### config.mk
export PLATFORM = sky130hd
export DESIGN_NAME = bpfa_ctrl
export DESIGN_NICKNAME = d
export VERILOG_FILES = /design/src/sv/bpfa_pkg.sv /design/src/sv/bpfa_ctrl.sv
export SDC_FILE = /design/constraint.sdc
export NUM_CORES = 1
export LEC_CHECK = 0
export ABC_AREA = 1
export CAP_MARGIN = 20
export CORE_AREA = 2 2 39 41
export DETAILED_ROUTE_END_ITERATION = 10
export DIE_AREA = 0 0 41 43
export DONT_BUFFER_PORTS = 1
export GPL_TIMING_DRIVEN = 0
export PLACE_DENSITY = 0.59
export SLEW_MARGIN = 20
export SYNTH_ARGS = -nofsm -noshare
export SYNTH_HDL_FRONTEND = slang
export SYNTH_SLANG_ARGS = --single-unit
export TNS_END_PERCENT = 30
### constraint.sdc
create_clock -name i_clk -period 2.08 [get_ports i_clk]
set_clock_uncertainty 0.15 [all_clocks]
set_input_delay 0.416 -clock i_clk [delete_from_list [all_inputs] [get_ports i_clk]]
set_output_delay 0.416 -clock i_clk [all_outputs]
set_load 0.005 [all_outputs]
### src/sv/bpfa_pkg.sv
// ----------------------------------------------------------------------------
// bpfa_pkg
// Types and constants shared by the page frame allocator modules.
// ----------------------------------------------------------------------------
package bpfa_pkg;

    localparam int BLOCK_SHIFT = 12;
    localparam int CNT_W       = 16;
    localparam int BLK_W       = 17;
    localparam logic [CNT_W-1:0] COUNTER_MAX = 16'hFFFF;
    localparam logic [CNT_W-1:0] BLOCK_COUNT_RESET = 16'd32768;

    typedef enum logic [2:0] {
        OP_ALLOC    = 3'd0,
        OP_FREE     = 3'd1,
        OP_TEST     = 3'd2,
        OP_RESERVE  = 3'd3,
        OP_RELEASE  = 3'd4,
        OP_MARK_ALL = 3'd5
    } t_op;

    typedef enum logic [1:0] {
        ST_OK           = 2'd0,
        ST_NO_FREE      = 2'd1,
        ST_OUT_OF_RANGE = 2'd2
    } t_status;

    typedef enum logic [3:0] {
        S_INIT,
        S_IDLE,
        S_CHECK,
        S_DIV,
        S_RD,
        S_MOD,
        S_UPD,
        S_ARD,
        S_ACHK,
        S_MARK,
        S_DONE
    } t_state;

    typedef struct packed {
        logic load;
        logic prep;
        logic div;
        logic test;
        logic modify;
        logic update;
        logic alloc_take;
        logic advance;
        logic fill;
        logic mark_count;
        logic set_oor;
        logic finish;
    } t_cmd;

    typedef struct packed {
        logic out_of_range;
        logic range_last;
        logic alloc_word_ok;
        logic word_has_zero;
        logic fill_last;
        logic is_test;
    } t_sts;

endpackage

### src/sv/bpfa_ctrl.sv
// ----------------------------------------------------------------------------
// bpfa_ctrl
// Sequencer for the allocator: clearing pass, word scans and range updates.
// ----------------------------------------------------------------------------
module bpfa_ctrl (
    input  logic           i_clk,
    input  logic           i_rst_n,
    input  logic           start,
    input  logic [2:0]     i_operation,
    input  bpfa_pkg::t_sts i_sts,
    output bpfa_pkg::t_cmd o_cmd,
    output logic           o_busy
);

    import bpfa_pkg::*;

    t_state r_state;
    t_state n_state;

    always_ff @(posedge i_clk) begin
        if (!i_rst_n) begin
            r_state <= S_INIT;
        end else begin
            r_state <= n_state;
        end
    end

    always_comb begin
        n_state = r_state;
        o_cmd   = '0;
        unique case (r_state)
            S_INIT: begin
                o_cmd.fill = 1'b1;
                if (i_sts.fill_last) begin
                    n_state = S_IDLE;
                end
            end
            S_IDLE: begin
                if (start) begin
                    o_cmd.load = 1'b1;
                    case (i_operation) inside
                        OP_ALLOC:    n_state = S_ARD;
                        OP_MARK_ALL: n_state = S_MARK;
                        OP_FREE, OP_TEST, OP_RESERVE, OP_RELEASE: n_state = S_CHECK;
                        default:     n_state = S_DONE;
                    endcase
                end
            end
            S_CHECK: begin
                if (i_sts.out_of_range) begin
                    o_cmd.set_oor = 1'b1;
                    n_state       = S_DONE;
                end else begin
                    o_cmd.prep = 1'b1;
                    n_state    = S_DIV;
                end
            end
            S_DIV: begin
                o_cmd.div = 1'b1;
                n_state   = S_RD;
            end
            S_RD: begin
                n_state = S_MOD;
            end
            S_MOD: begin
                if (i_sts.is_test) begin
                    o_cmd.test = 1'b1;
                    n_state    = S_DONE;
                end else begin
                    o_cmd.modify = 1'b1;
                    n_state      = S_UPD;
                end
            end
            S_UPD: begin
                o_cmd.update = 1'b1;
                n_state      = i_sts.range_last ? S_DONE : S_RD;
            end
            S_ARD: begin
                n_state = i_sts.alloc_word_ok ? S_ACHK : S_DONE;
            end
            S_ACHK: begin
                if (i_sts.word_has_zero) begin
                    o_cmd.alloc_take = 1'b1;
                    n_state          = S_DONE;
                end else begin
                    o_cmd.advance = 1'b1;
                    n_state       = S_ARD;
                end
            end
            S_MARK: begin
                o_cmd.fill = 1'b1;
                if (i_sts.fill_last) begin
                    o_cmd.mark_count = 1'b1;
                    n_state          = S_DONE;
                end
            end
            S_DONE: begin
                o_cmd.finish = 1'b1;
                n_state      = S_IDLE;
            end
            default: begin
                n_state = S_IDLE;
            end
        endcase
    end

    assign o_busy = (r_state != S_IDLE);

endmodule

# --- Yosys cells after proc, flatten, opt, wreduce, memory -nomap -nowiden ---
# Index checks and enable logic that the tools add are counted.
totals:
  word_cells: 55
  output_inout_bits: 13
  register_bits: 4
  in_bits: 12
classes:
  muxes: 30
  reduce_logical: 5
  n_eq_ne: 19
op_table:
  columns: ["cell", "count"]
  rows:
  - ["4-bit two-way mux", 10]
  - ["4-bit case mux with 10 select lines", 1]
  - ["4-bit by 3-bit == test with 1-bit output, second input constant", 4]
  - ["1-bit two-way mux", 16]
  - ["4-bit == test, second input constant", 3]
  - ["4-bit by 2-bit == test with 1-bit output, second input constant", 2]
  - ["3-bit by 2-bit == test with 1-bit output, second input constant", 2]
  - ["3-bit == test, second input constant", 2]
  - ["2-bit two-way mux", 3]
  - ["2-bit inequality test, second input constant", 3]
  - ["4-bit by 1-bit == test with 1-bit output, second input constant", 1]
  - ["4-bit logical NOT", 1]
  - ["4-bit by 1-bit inequality test with 1-bit output, second input constant", 1]
  - ["4-bit OR reduction", 1]
  - ["3-bit by 1-bit == test with 1-bit output, second input constant", 1]
  - ["3-bit logical NOT", 1]
  - ["3-bit AND reduction", 1]
  - ["2-bit OR reduction", 1]

# --- Depth between registers and ports, before layout ---
depth:
  ltp_word: 7
  depth_mapped: 9
  ltp_nobuf: 9

# --- Least setup slack after synthesis ---
# OpenSTA, ideal clock, no wires.
synth_path:
  path_type: "flip-flop to output port"
  startpoint: "reg r_state[0]"
  endpoint: "out o_cmd[7] in the netlist's numbering"
  arrival_ns: 0.946
  t_required_ns: 1.514
  stages_incl_launch_ff: 6
  path_buffers: 0
  slack_ns: 0.568
  cell_sequence: "dfxtp_1 inv_2 nor2_4 nand2_1 or2_1 inv_1"
synth_lines:
  columns: ["element", "line", "text"]
  rows:
  - ["start, declared", "bpfa_ctrl.sv:17", "t_state r_state;"]
  - ["start signal, assigned", "bpfa_ctrl.sv:24", "r_state <= n_state;"]
  - ["end, declared", "bpfa_ctrl.sv:11", "output bpfa_pkg::t_cmd o_cmd,"]

==> results.cfg <==
[detailed_routing]
routed.top_layer = met3
wl_met3_um = 74
drtAntennaViolNets = 0
wl_um = 1210
wl_met2_um = 591
viasPerCell = 5.06
first_iter_violations = 18
wl_met1_um = 542
dr_total_vias = 541
wl_per_cell_um = 11.3
dr.pass1.iters = 4
drc = 0

[clock_network]
cts.clk_slew.worst_paths_ns = 0.03
cts_made_buffers = 3
h-tree-depth = 1
hold_buffers = 0
insertion_delay_ns = 0.23
cts_tree = built
cts_sinks = 4
root_buffer = clkbuf_4
cts.path.max_buffers = 2
cts_resized = 0
cts_setup_buffers = 0

[layout]
top_regs = r_state: 4 flops
area_growth_pct = 8.65
nets = 105
drive_above_1_share_pct = 22.0
regMostFlops = r_state
diodes = 0
largest_reg_flops = 4

[power]
seqPwrFrac_pct = 23.0
p_clk_share_pct = 14.2
p_switching_w = 0.000340
total_leakage_power_nw = 0.278
power_density_nw_per_um2 = 1200
vdd_ir_drop_max_v = 0.000535
p_int_w = 0.000301
power_w = 0.000641
swShare_pct = 53.0
p_comb_share_pct = 62.8

[sta]
slew_viol_final = 0
rsz0062_at_grt = no
min_period_ns = 1.87
fmax_ghz = 0.535
setup_tns_ns = 0
fin_ws_ns = 0.211
fin_crit_sh_pct = 89.9
worst_slew_pin_slew_ns = 0.331
relSlewSlack_pct = 77.8
finalHoldViolations = 0
final-setup-viol-count = 0

[placement]
gp_congestion = 0.824
hpwl_um = 1040
port_buffers = 0
dp_slack_ns = 0.459

[global_routing]
grt_pass1_vias = 497
grt_use_total_pct = 16.7
antenna_found_initial = 0
overflow = 0
grt_max_degree = 7
grt_pass1_wl_um = 2000

[die]
design.core.area_sq_um = 1380
dieArea_sq_um = 1760
fp-row-count = 14
initial_core_util_pct = 35.5
die_h_um = 43
io_pins = 25
die_width_um = 41

[yosys]
ys_top_cells_by_area = dfxtp_1, nand2_1, nor2_1
synth_cells = 88
synth_area_leader_cell = dfxtp_1
syn_nets = 100
yosysSeqAreaShare_pct = 16.3
synth_cell_types = 21
syn_area_sq_um = 492
yosysTopAreaCellShare_pct = 16.3
yosysWarningCount = 0
syn_area_per_cell_sq_um = 5.59
yosys_register_bits = 4

[worst_setup_path]
crit_fanout = 6
arrival_ns = 1.30
critPathRequiredTime_ns = 1.51
end_kind = primary output
crit_path_start_kind = register
path_class = register to primary output

[flow_run]
max-cap-violations = 0

[run_status]
status = complete, no violations

[hold_path]
hold_path.class = input port to register
## cell usage in the layout, fill, tap and decap left out
cell / n
nor2_4: 3
clkbuf_4: 3
o21ai_1: 1
o21a_1: 2
and3_1: 1
a22oi_1: 1
nand3b_1: 1
nand2_2: 2
inv_1: 10
inv_2: 6
nor3_1: 1
o211ai_1: 1
nand2_1: 19
nand3_1: 11
o21ai_0: 2
a21oi_1: 1
nor2_1: 15
nor2_2: 4
or2_1: 1
o211ai_2: 1
dfxtp_1: 4
nor3_2: 1
## final cells by class
cell class	instances	area, sq um
Fill cell	159	850
Multi-Input combinational cell	68	352
Sequential cell	4	80.1
Inverter	16	60.1
Clock buffer	3	22.5
Tap cell	16	20.0
## through the flow
step	instances	area [sq um]	util, %	hold slack, ns
finish	107	534	38.6	0.187
global route	107	534	38.6	0.185
CTS	107	534	38.6	0.180
detailed placement	104	512	37.0	0.421
global placement	104	512	37.0	0.418
floorplan	88	492	-	0.408
## power groups by stage
stage	Clock, W	Combinational, W	Sequential (W)
final	0.0000908	0.000402	0.000148
after global routing	0.0000967	0.000459	0.000153
after CTS	0.0000946	0.000405	0.000148
after detailed placement	0	0.000403	0.000150
after global placement	0	0.000405	0.000150
after floorplan	0	0.000332	0.000142
## path summary, 6_finish.rpt
check | from | end | slack [ns] | depth (start not counted)
min | i_rst_n | r_state[0]$_SDFFE_PN0P_ | 0.19 | 2
max reg2reg | r_state[0]$_SDFFE_PN0P_ | r_state[0]$_SDFFE_PN0P_ | 0.59 | 7
max | r_state[0]$_SDFFE_PN0P_ | o_cmd[7] | 0.21 | 5
min reg2reg | r_state[2]$_SDFFE_PN0P_ | r_state[3]$_SDFFE_PN0P_ | 0.51 | 3
## synth_stat cells
cell / instances
nand2_1: 19
nor2_1: 15
nand3_1: 11
inv_1: 10
inv_2: 6
dfxtp_1: 4
nor2_2: 4
nor2_4: 3
nand2_2: 2
o21a_1: 2
o21ai_0: 2
a21oi_1: 1
a22oi_1: 1
and3_1: 1
nand3b_1: 1
nor3_1: 1
nor3_2: 1
o211ai_1: 1
o211ai_2: 1
o21ai_1: 1
or2_1: 1
## logic make-up after synthesis
logic type	synth area share (%)
buf+inv	12.2
flops	16.3
compound gates	12.7
simple gates	58.8
## layer usage
layer  vias to the layer above  global-route usage (%)
met5                         -                       0
met4                         0                    8.00
met3                         0                    2.62
met2                        16                    24.4
met1                       238                    22.8
li1                        287                       -
## worst max-delay path, stage by stage, from the launching register on
cell and delay, ns:
dfxtp_1 0.46, inv_2 0.07, nor2_4 0.16, nand2_1 0.08, or2_1 0.23, inv_1 0.07
No activity file was read; power rests on OpenSTA's default activity.
